[src/rtl/mexp_pkg.sv]
`default_nettype none

package mexp_pkg;

    // Width of every field and configuration register at the ports.
    localparam int FIELD_W = 32;

    // Configuration register indexes.
    localparam int CFG_INDEX_W = 1;
    localparam logic [CFG_INDEX_W-1:0] REG_EXPONENT = 1'b0;
    localparam logic [CFG_INDEX_W-1:0] REG_MODULUS  = 1'b1;

endpackage

`default_nettype wire

[src/rtl/mexp_modmul.sv]
`default_nettype none

module mexp_modmul #(
    parameter int W = 32
) (
    input  wire logic         aclk,
    input  wire logic         aresetn,
    input  wire logic         start,
    input  wire logic [W-1:0] x_in,
    input  wire logic [W-1:0] y_in,
    input  wire logic [W-1:0] m_in,
    output logic      [W-1:0] result,
    output logic              done
);

    // Double-and-add: one multiplier bit per cycle, most significant first.
    localparam int TW = W + 2;
    localparam int CW = (W > 1) ? $clog2(W) : 1;

    logic [W-1:0]  acc_reg, acc_next;
    logic [W-1:0]  x_reg, x_next;
    logic [W-1:0]  y_reg, y_next;
    logic [CW-1:0] cnt_reg, cnt_next;
    logic          busy_reg, busy_next;
    logic          done_reg, done_next;

    logic [TW-1:0] sum;
    logic [TW-1:0] m1;
    logic [TW-1:0] m2;
    logic [TW-1:0] diff1;
    logic [TW-1:0] diff2;
    logic [W-1:0]  step;

    // With acc and x below m the sum stays below 3m, so at most two
    // subtractions of m bring it back into range.
    always_comb begin
        m1    = TW'(m_in);
        m2    = {1'b0, m_in, 1'b0};
        sum   = {1'b0, acc_reg, 1'b0} + (y_reg[W-1] ? TW'(x_reg) : '0);
        diff1 = sum - m1;
        diff2 = sum - m2;
        if (sum >= m2) begin
            step = diff2[W-1:0];
        end else if (sum >= m1) begin
            step = diff1[W-1:0];
        end else begin
            step = sum[W-1:0];
        end
    end

    always_comb begin
        acc_next  = acc_reg;
        x_next    = x_reg;
        y_next    = y_reg;
        cnt_next  = cnt_reg;
        busy_next = busy_reg;
        done_next = 1'b0;
        if (start) begin
            acc_next  = '0;
            x_next    = x_in;
            y_next    = y_in;
            cnt_next  = '0;
            busy_next = 1'b1;
        end else if (busy_reg) begin
            acc_next = step;
            y_next   = {y_reg[W-2:0], 1'b0};
            cnt_next = cnt_reg + 1'b1;
            if (cnt_reg == CW'(W - 1)) begin
                busy_next = 1'b0;
                done_next = 1'b1;
            end
        end
    end

    always_ff @(posedge aclk) begin
        if (!aresetn) begin
            busy_reg <= 1'b0;
            done_reg <= 1'b0;
        end else begin
            busy_reg <= busy_next;
            done_reg <= done_next;
        end
    end

    always_ff @(posedge aclk) begin
        acc_reg <= acc_next;
        x_reg   <= x_next;
        y_reg   <= y_next;
        cnt_reg <= cnt_next;
    end

    assign result = acc_reg;
    assign done   = done_reg;

endmodule

`default_nettype wire

[src/rtl/modular_exponentiation_unit.sv]
// Modular exponentiation unit: each input beat carries a base value and the
// output beat returns base^exponent mod modulus, where exponent and modulus come
// from the configuration registers (index 0 and 1) and are cut to WORD_WIDTH
// bits. An exponent of zero returns 1; a zero modulus with a nonzero exponent
// returns 0 with modulus_error set. The block works on one base at a time and
// is ready only while idle. All work runs through one shared modular multiplier
// that handles one multiplier bit per cycle. An item takes one reduction of
// the base, one squaring per exponent bit and one multiplication per set bit.
// The special cases skip the multiplier. The finished result sits in an
// output register, so a new base may be accepted while the previous result
// still waits to be taken.

`default_nettype none

module modular_exponentiation_unit #(
    parameter int WORD_WIDTH = 32
) (
    input  wire logic                                aclk,
    input  wire logic                                aresetn,

    input  wire logic                                cfg_wr_en,
    input  wire logic [mexp_pkg::CFG_INDEX_W-1:0]    cfg_wr_index,
    input  wire logic [mexp_pkg::FIELD_W-1:0]        cfg_wr_data,

    input  wire logic                                s_valid,
    output logic                                     s_ready,
    input  wire logic [mexp_pkg::FIELD_W-1:0]        s_base_value,

    output logic                                     m_valid,
    input  wire logic                                m_ready,
    output logic      [mexp_pkg::FIELD_W-1:0]        m_power_result,
    output logic                                     m_modulus_error
);

    import mexp_pkg::*;

    localparam int W    = WORD_WIDTH;
    localparam int EW   = $clog2(W);
    localparam int XW   = 64;

    // Sequencer states.
    localparam logic [2:0] ST_IDLE     = 3'd0;
    localparam logic [2:0] ST_REDUCE   = 3'd1;
    localparam logic [2:0] ST_SQUARE   = 3'd2;
    localparam logic [2:0] ST_MULTIPLY = 3'd3;
    localparam logic [2:0] ST_FINISH   = 3'd4;

    // FIELD_W config regs; user must change only while idle (not enforced).
    logic [FIELD_W-1:0] exponent_reg;
    logic [FIELD_W-1:0] modulus_reg;

    always_ff @(posedge aclk) begin
        if (!aresetn) begin
            exponent_reg <= '0;
            modulus_reg  <= FIELD_W'(1);
        end else if (cfg_wr_en) begin
            case (cfg_wr_index)
                REG_EXPONENT: exponent_reg <= cfg_wr_data;
                REG_MODULUS:  modulus_reg  <= cfg_wr_data;
                default: ;
            endcase
        end
    end

    // Operands brought to the working width: zero-extended when the word is
    // wider than the field, truncated when it is narrower.
    logic [XW-1:0] exp_ext;
    logic [XW-1:0] mod_ext;
    logic [XW-1:0] base_ext;
    logic [W-1:0]  exp_w;
    logic [W-1:0]  mod_w;
    logic [W-1:0]  base_w;

    assign exp_ext  = XW'(exponent_reg);
    assign mod_ext  = XW'(modulus_reg);
    assign base_ext = XW'(s_base_value);
    assign exp_w    = exp_ext[W-1:0];
    assign mod_w    = mod_ext[W-1:0];
    assign base_w   = base_ext[W-1:0];

    // Sequencer and datapath registers.
    logic [2:0]         state_reg, state_next;
    logic [W-1:0]       base_reg, base_next;
    logic [W-1:0]       r_reg, r_next;
    logic               err_reg, err_next;
    logic [EW-1:0]      ebit_reg, ebit_next;
    logic               m_valid_reg, m_valid_next;
    logic [FIELD_W-1:0] out_result_reg, out_result_next;
    logic               out_err_reg, out_err_next;

    // Shared multiplier hookup.
    logic         mm_start;
    logic [W-1:0] mm_x;
    logic [W-1:0] mm_y;
    logic [W-1:0] mm_result;
    logic         mm_done;
    logic [XW-1:0] r_ext;

    assign r_ext = XW'(r_reg);

    mexp_modmul #(
        .W (W)
    ) u_modmul (
        .aclk    (aclk),
        .aresetn (aresetn),
        .start   (mm_start),
        .x_in    (mm_x),
        .y_in    (mm_y),
        .m_in    (mod_w),
        .result  (mm_result),
        .done    (mm_done)
    );

    always_comb begin
        state_next      = state_reg;
        base_next       = base_reg;
        r_next          = r_reg;
        err_next        = err_reg;
        ebit_next       = ebit_reg;
        out_result_next = out_result_reg;
        out_err_next    = out_err_reg;
        m_valid_next    = m_valid_reg && !m_ready;
        mm_start        = 1'b0;
        mm_x            = mm_result;
        mm_y            = mm_result;

        case (state_reg)
            ST_IDLE: begin
                if (s_valid) begin
                    ebit_next = EW'(W - 1);
                    if (exp_w == '0) begin
                        r_next     = W'(1);
                        err_next   = 1'b0;
                        state_next = ST_FINISH;
                    end else if (mod_w == '0) begin
                        r_next     = '0;
                        err_next   = 1'b1;
                        state_next = ST_FINISH;
                    end else begin
                        // The running power starts at 1 mod m; the base is
                        // reduced first as 1 * base mod m.
                        r_next     = (mod_w == W'(1)) ? '0 : W'(1);
                        err_next   = 1'b0;
                        mm_start   = 1'b1;
                        mm_x       = W'(1);
                        mm_y       = base_w;
                        state_next = ST_REDUCE;
                    end
                end
            end

            ST_REDUCE: begin
                if (mm_done) begin
                    base_next  = mm_result;
                    mm_start   = 1'b1;
                    mm_x       = r_reg;
                    mm_y       = r_reg;
                    state_next = ST_SQUARE;
                end
            end

            ST_SQUARE: begin
                if (mm_done) begin
                    r_next = mm_result;
                    if (exp_w[ebit_reg]) begin
                        mm_start   = 1'b1;
                        mm_y       = base_reg;
                        state_next = ST_MULTIPLY;
                    end else if (ebit_reg == '0) begin
                        state_next = ST_FINISH;
                    end else begin
                        ebit_next = ebit_reg - 1'b1;
                        mm_start  = 1'b1;
                    end
                end
            end

            ST_MULTIPLY: begin
                if (mm_done) begin
                    r_next = mm_result;
                    if (ebit_reg == '0) begin
                        state_next = ST_FINISH;
                    end else begin
                        ebit_next  = ebit_reg - 1'b1;
                        mm_start   = 1'b1;
                        state_next = ST_SQUARE;
                    end
                end
            end

            ST_FINISH: begin
                // Wait here while the previous result is still unclaimed.
                if (!m_valid_reg || m_ready) begin
                    m_valid_next    = 1'b1;
                    out_result_next = r_ext[FIELD_W-1:0];
                    out_err_next    = err_reg;
                    state_next      = ST_IDLE;
                end
            end

            default: begin
                state_next = ST_IDLE;
            end
        endcase
    end

    always_ff @(posedge aclk) begin
        if (!aresetn) begin
            state_reg   <= ST_IDLE;
            m_valid_reg <= 1'b0;
        end else begin
            state_reg   <= state_next;
            m_valid_reg <= m_valid_next;
        end
    end

    always_ff @(posedge aclk) begin
        base_reg       <= base_next;
        r_reg          <= r_next;
        err_reg        <= err_next;
        ebit_reg       <= ebit_next;
        out_result_reg <= out_result_next;
        out_err_reg    <= out_err_next;
    end

    assign s_ready         = (state_reg == ST_IDLE);
    assign m_valid         = m_valid_reg;
    assign m_power_result  = out_result_reg;
    assign m_modulus_error = out_err_reg;

endmodule

`default_nettype wire

[config.mk]
export PLATFORM = sky130hd
export DESIGN_NAME = modular_exponentiation_unit
export DESIGN_NICKNAME = d
export VERILOG_FILES = /design/src/rtl/mexp_pkg.sv /design/src/rtl/mexp_modmul.sv /design/src/rtl/modular_exponentiation_unit.sv
export SDC_FILE = /design/constraint.sdc
export NUM_CORES = 1
export LEC_CHECK = 0
export ABC_AREA = 1
export BUFFER_PORTS_ARGS = -buffer_cell sky130_fd_sc_hd__buf_2
export CELL_PAD_IN_SITES_DETAIL_PLACEMENT = 1
export CELL_PAD_IN_SITES_GLOBAL_PLACEMENT = 2
export CORE_ASPECT_RATIO = 0.75
export CORE_MARGIN = 5
export CORE_UTILIZATION = 35
export DETAILED_ROUTE_END_ITERATION = 6
export PLACE_DENSITY_LB_ADDON = 0.3
export SYNTH_ARGS = -nofsm -noshare
export SYNTH_HDL_FRONTEND = slang
export SYNTH_SLANG_ARGS = --single-unit
[constraint.sdc]
create_clock -name aclk -period 11.4 [get_ports aclk]
set_input_delay 2.28 -clock aclk [delete_from_list [all_inputs] [get_ports aclk]]
set_output_delay 2.28 -clock aclk [all_outputs]
set_load 0.05 [all_outputs]
**After elaboration in Yosys (flattened, before gate mapping)**

Cells that the tools add are included.

- Output and inout port bits: 35
- Flip-flop bits (word level): 274
- Input bits: 70

- Order comparisons: 3
- Muxes and demuxes: 57
- Eq/ne operators: 14
- $add $sub $neg: 5
- Reduce and logical (&&, ||, !) cells: 21
- Bitwise operators: 3

Operators by type and width:

| operator | number |
|---|---|
| 32-bit 2-to-1 mux | 16 |
| 32-bit case mux with 2 select lines | 2 |
| 32-bit case mux with 3 select lines | 1 |
| 32-bit logical NOT | 2 |
| 32-bit subtractor | 2 |
| 33-bit by 32-bit adder with 34-bit output | 1 |
| 34-bit by 32-bit greater-or-equal comparator with 1-bit output | 1 |
| 34-bit by 33-bit greater-or-equal comparator with 1-bit output | 1 |
| 32-bit by 1-bit == test with 1-bit output, second input constant | 1 |
| 3-bit 2-to-1 mux | 10 |
| 5-bit 2-to-1 mux | 5 |
| 1-bit 2-to-1 mux | 19 |
| 3-bit case mux with 5 select lines | 1 |
| 5-bit case mux with 3 select lines | 1 |
| 2-bit AND reduction | 5 |
| 2-bit by 1-bit != test with 1-bit output, second input constant | 4 |
| 3-bit by 2-bit == test with 1-bit output, second input constant | 2 |
| 5-bit by 6-bit less-than comparator with 1-bit output, second input constant | 1 |
| 2-bit != test, second input constant | 3 |
| 6-bit AND reduction | 1 |
| 5-bit by 1-bit adder with 5-bit output, second input constant | 1 |
| 1-bit binary-select mux with 5-bit select | 1 |
| 5-bit == test, second input constant | 1 |
| 5-bit logical NOT | 1 |
| 16 further kinds | 20 |

**Longest topological paths before layout**

- Depth after elaboration: 6
- Depth in mapped cells: 32
- Depth with buffers taken out: 31

**By module**

A second synthesis with hierarchy kept.

- Cells, all modules: 2857
- Area total of the unflattened synthesis: 19686.4 um^2

Modules (own cells, without submodules):

| module | instances | area each (um^2) | cells each | sequential area each (um^2) |
|---|---|---|---|---|
| mexp_modmul | 1 | 10963.0 | 1759 | 2702.6 |
| modular_exponentiation_unit | 1 | 8723.4 | 1098 | 4454.3 |

**Worst setup path before layout**

Ideal clock, no wire load.

- Kind: in2reg
- Start: input port s_valid
- End: register ebit_reg[0] (enable)
- Path slack: 5.769 ns
- Data arrival time: 5.256 ns
- Path buffers: 0
- Required time: 11.025 ns
- Stages on the path: 3
- Path through: inv_1 > o21ai_0 > a21boi_0

- Word-level cells in the longest chain between the ends: 2

RTL lines:

| item | line | RTL |
|---|---|---|
| start, declared | modular_exponentiation_unit.sv:25 | `input wire logic s_valid,` |
| 2-bit != test (no source line) | n/a |  |
| 5-bit AND reduction (no source line) | n/a |  |
| end signal, assigned | modular_exponentiation_unit.sv:221 | `ebit_reg <= ebit_next;` |
| end, declared | modular_exponentiation_unit.sv:86 | `logic [EW-1:0] ebit_reg, ebit_next;` |

No other way between the ends.
A chain may end at the register's enable or synchronous reset.

**Worst setup path after layout**

- Start: register u_modmul.y_reg[31]
- End: register u_modmul.acc_reg[27], in the netlist u_modmul.result[27]

- Word-level cells in the longest chain between the ends: 5

RTL lines:

| item | line | RTL |
|---|---|---|
| start, declared | mexp_modmul.sv:22 | `logic [W-1:0] y_reg, y_next;` |
| start signal, assigned | mexp_modmul.sv:88 | `y_reg <= y_next;` |
| 32-bit 2-to-1 mux * | mexp_modmul.sv:39 | `sum = {1'b0, acc_reg, 1'b0} + (y_reg[W-1] ? TW'(x_reg) : '0);` |
| 33-bit by 32-bit adder with 34-bit output * | mexp_modmul.sv:39 |  |
| 32-bit subtractor or 34-bit by 32-bit greater-or-equal comparator with 1-bit output (tied branches) | mexp_modmul.sv:40, mexp_modmul.sv:44 |  |
| 32-bit 2-to-1 mux | mexp_modmul.sv:44 | `end else if (sum >= m1) begin` |
| 32-bit 2-to-1 mux * | mexp_modmul.sv:42 | `if (sum >= m2) begin` |
| end signal, assigned | mexp_modmul.sv:86 | `acc_reg <= acc_next;` |
| end, declared | mexp_modmul.sv:20 | `logic [W-1:0] acc_reg, acc_next;` |

Mark *: on every way between the ends. The rest lies on a longest branch, timed or not.

==> summary.md <==
Number of clock buffers inserted by TritonCTS: 31. After detailed routing, the number of vias per cell comes to 5.342. The number of buffers between clock root and the deepest sink came out at 3.

The floorplan step set the die width to 283.3 um. The cell sitting at the root of the clock tree is a sky130_fd_sc_hd__clkbuf_16. During I/O placement, the number of pins put on the boundary was 105. Across the run, the number of max-cap violations was 0. For the depth of the CTS H-tree, the log shows 1. The tools report the number of global-route vias before repair as 19449. Adding up every negative setup slack in the final design gives 0 ps. After the last flow step, the layout net total stands at 3035. The worst path uses 54.81% of the clock period. Setup repair after global routing left no endpoint under its margin.

Of the synthesized area, sequential elements account for 36.51%. The hold-fix buffer count after cts was 0. TritonCTS built the clock tree. For the number of design-rule violations left by the first detailed-router iteration, the log shows 1474. Area fraction of the dominant cell type after synthesis: 25.58%. Of the cells placed in the final design, the portion with a size suffix greater than 1 is 8.140%. 0 antenna diodes ended up in the layout. The tools report the number of synthesis warnings as 0.

Setup violations remaining at the end of the flow were counted as 0. The global-route wire length before repair is 120600 um. The class of the most critical hold timing path was flop to flop.

Measured in cells, the most critical reg-to-reg path has a length of 27. After clock tree synthesis, the repair step resized 0 gates. Summing every instance area after synthesis gives 0.01960 mm^2. For the worst slew margin relative to its limit, the log shows 23.51%. The number of flops mapped to enable cells by yosys is 167.

At the pin with the least slew margin, the transition time is 1147 ps. The cell that appears most often on the critical path is sky130_fd_sc_hd__nand2_1. The worst setup path is launched from a flop. Data arrives at the worst endpoint at 6750 ps.

The number of buffer cells added on primary ports came out at 104. The final route contains 19326 vias. The clock reaches the later pin of the worst-skew pair after 610 ps. The total of flip-flops plus latches after synthesis was 274.

The placer's final routability congestion estimate came out at 0.9865. Global routing consumed, over all layers together, 25.38% of the routing resources. The cell type with the highest aggregate area in the netlist is sky130_fd_sc_hd__edfxtp_1. The worst setup path is captured at a flop. For flop-to-flop paths, the worst setup slack is 5150 ps.

The logs give 5 for the iteration count of the initial detailed-routing pass and 0 for the number of antenna violations at the first check in global routing. A synthesized cell averages 6.979 um^2. For this run, the leading register cell type out of synthesis is sky130_fd_sc_hd__edfxtp_1.

In the synthesized netlist, the number of instances is 2809. The final wirelength was 80850 um. The area overhead of the layout relative to synthesis is 10.88%. The die is 215.0 um tall. The run gives 91 as the pin count of the biggest net entering global routing.

Number of endpoints with negative hold slack in the final report: 0. In the routed design, unresolved DRC markers number 0. The half-perimeter wire length after placement was 64140 um; the residual antenna-violating net count after detailed routing was 0.

For this run, the slowest stage of the critical path takes 1050 ps. In the final routed layout, each cell accounts on average for 22.35 um. The worst setup path is of the flop to flop kind. Global routing finished with a remaining overflow of 0. Ranked by total cell area, the synthesized netlist is headed by sky130_fd_sc_hd__edfxtp_1 (26%), sky130_fd_sc_hd__nand2_1 (14%), sky130_fd_sc_hd__dfxtp_1 (11%), sky130_fd_sc_hd__nor2_1 (7.3%), sky130_fd_sc_hd__a21oi_1 (6.5%). Clock-pin slew was measured on the worst setup and hold paths at 60 ps. The tools report the net count after synthesis as 2980.

The worst-path cell with the longest stage delay was sky130_fd_sc_hd__edfxtp_1. The initial standard-cell utilization of the core was 35.23%. The logs give 0.1601 GHz for the peak clock frequency supported by timing and 11900 ps for the required time at the worst-slack endpoint. The die outline area was 0.06089 mm^2; the worst-path maximum fanout was 50.

The flow ran to the end, and the final reports show no timing, DRC or antenna violations. The tools report the clock net sink count as 274. In the synthesized netlist the async set-or-reset flop fraction comes to 0%. The number of slew-limit violations in the final report came out at 0.

After layout, the minimum clock period comes to 6248 ps. In this run the core area contains 75 standard-cell rows. On the final layout, the worst clock skew is 36.75 ps. The share of the core filled with cells in the final layout came out at 39.06%.

The worst hold path passes through 0 cells. The run gives 0.05565 mm^2 as the core footprint. Buffers added to address setup during post-CTS repair amount to 0. The count of different cell masters after synthesis was 49.
==> path summary, 6_finish.rpt <==
path,from,end
worst min register to register,r_reg[15],m_power_result[15]
worst max-delay path,u_modmul.y_reg[31],u_modmul.result[27]
worst min-delay path,r_reg[15],m_power_result[15]
worst max register to register,u_modmul.y_reg[31],u_modmul.result[27]
==> per-stage QoR <==
step	area, um^2	hold slack (ps)	instances	worst slack, ps
2_1_floorplan	19600	400.3	2809	5769
3_3_place_gp	20650	437.7	3562	5488
5_1_grt	21740	460.4	3618	4707
3_5_place_dp	20650	436.7	3562	5298
4_1_cts	21740	450.9	3618	5229
6_report	21740	451.4	3618	5152
==> synth_stat cells, types with 8 or more instances <==
cell type and count:
sky130_fd_sc_hd__a31oi_1 11, sky130_fd_sc_hd__nor3_1 22, sky130_fd_sc_hd__a21oi_1 255, sky130_fd_sc_hd__o21ai_1 55
sky130_fd_sc_hd__nand2_1 715, sky130_fd_sc_hd__o21bai_1 17, sky130_fd_sc_hd__nand2_2 19, sky130_fd_sc_hd__clkbuf_1 42
sky130_fd_sc_hd__buf_6 13, sky130_fd_sc_hd__nand4_1 31, sky130_fd_sc_hd__ha_1 98, sky130_fd_sc_hd__buf_4 14
sky130_fd_sc_hd__inv_2 9, sky130_fd_sc_hd__edfxtp_1 167, sky130_fd_sc_hd__nor2_1 382, sky130_fd_sc_hd__xnor2_1 13
sky130_fd_sc_hd__buf_1 9, sky130_fd_sc_hd__a21o_1 8, sky130_fd_sc_hd__xor2_1 56, sky130_fd_sc_hd__nand3_1 138
sky130_fd_sc_hd__dfxtp_1 107, sky130_fd_sc_hd__nand3b_1 43, sky130_fd_sc_hd__o21ai_0 184, sky130_fd_sc_hd__buf_2 21
sky130_fd_sc_hd__inv_1 309
==> logic make-up after synthesis <==
family,synth area share (%)
AO/OA/AOI/OAI,15.02
XOR/XNOR,3.083
adder cells (fa/ha/maj),6.561
buffers and inverters,9.031
flip-flops,36.51
AND/OR/NAND/NOR,29.79
==> routing by layer <==
| layer | wire [um] | track usage, % | share of wire (%) |
|---|---|---|---|
| met5 | 0 | 0 | 0 |
| met2 | 34590 | 39.14 | 43 |
| met1 | 40320 | 38.42 | 50 |
| met4 | 1106 | 3.360 | 1.4 |
| met3 | 4827 | 4.089 | 6.0 |
==> layout by cell type (no fill, tap or decap), types with 22 or more instances in the layout <==
master,instances
sky130_fd_sc_hd__edfxtp_1,167
sky130_fd_sc_hd__dfxtp_1,106
sky130_fd_sc_hd__nand4_1,31
sky130_fd_sc_hd__nand3b_1,43
sky130_fd_sc_hd__buf_2,104
sky130_fd_sc_hd__inv_1,308
sky130_fd_sc_hd__ha_1,98
sky130_fd_sc_hd__nor3_1,22
sky130_fd_sc_hd__clkbuf_16,33
sky130_fd_sc_hd__nand2_1,714
sky130_fd_sc_hd__xor2_1,56
sky130_fd_sc_hd__o21ai_0,183
sky130_fd_sc_hd__o21ai_1,55
sky130_fd_sc_hd__nand3_1,138
sky130_fd_sc_hd__a21oi_1,254
sky130_fd_sc_hd__nor2_1,381
==> worst max-delay path: cells and delay by family, from the launching register on <==
| kind | cells | cell delay (ps) |
|---|---|---|
| AOI/OAI and AO/OA | 3 | 390 |
| buffers and inverters | 3 | 270 |
| adders and majority gates | 3 | 950 |
| xor gates and xnor gates | 1 | 330 |
| and+or+nand+nor | 17 | 3090 |
| DFF | 1 | 1050 |
==> final cells by class <==
type                       instances  area, um^2
tap                              731       914.6
clock buffer                      40       872.1
timing repair buffer             122       655.6
sequential                       274        7161
multi-input combinational       2112       10700
fill                            7061       33910
clock inverter                    16       211.5
inverter                         323        1217
Power is left out: the tool's default activity adds up to more than one toggle a clock period on the data nets, which glitch-free logic cannot reach.
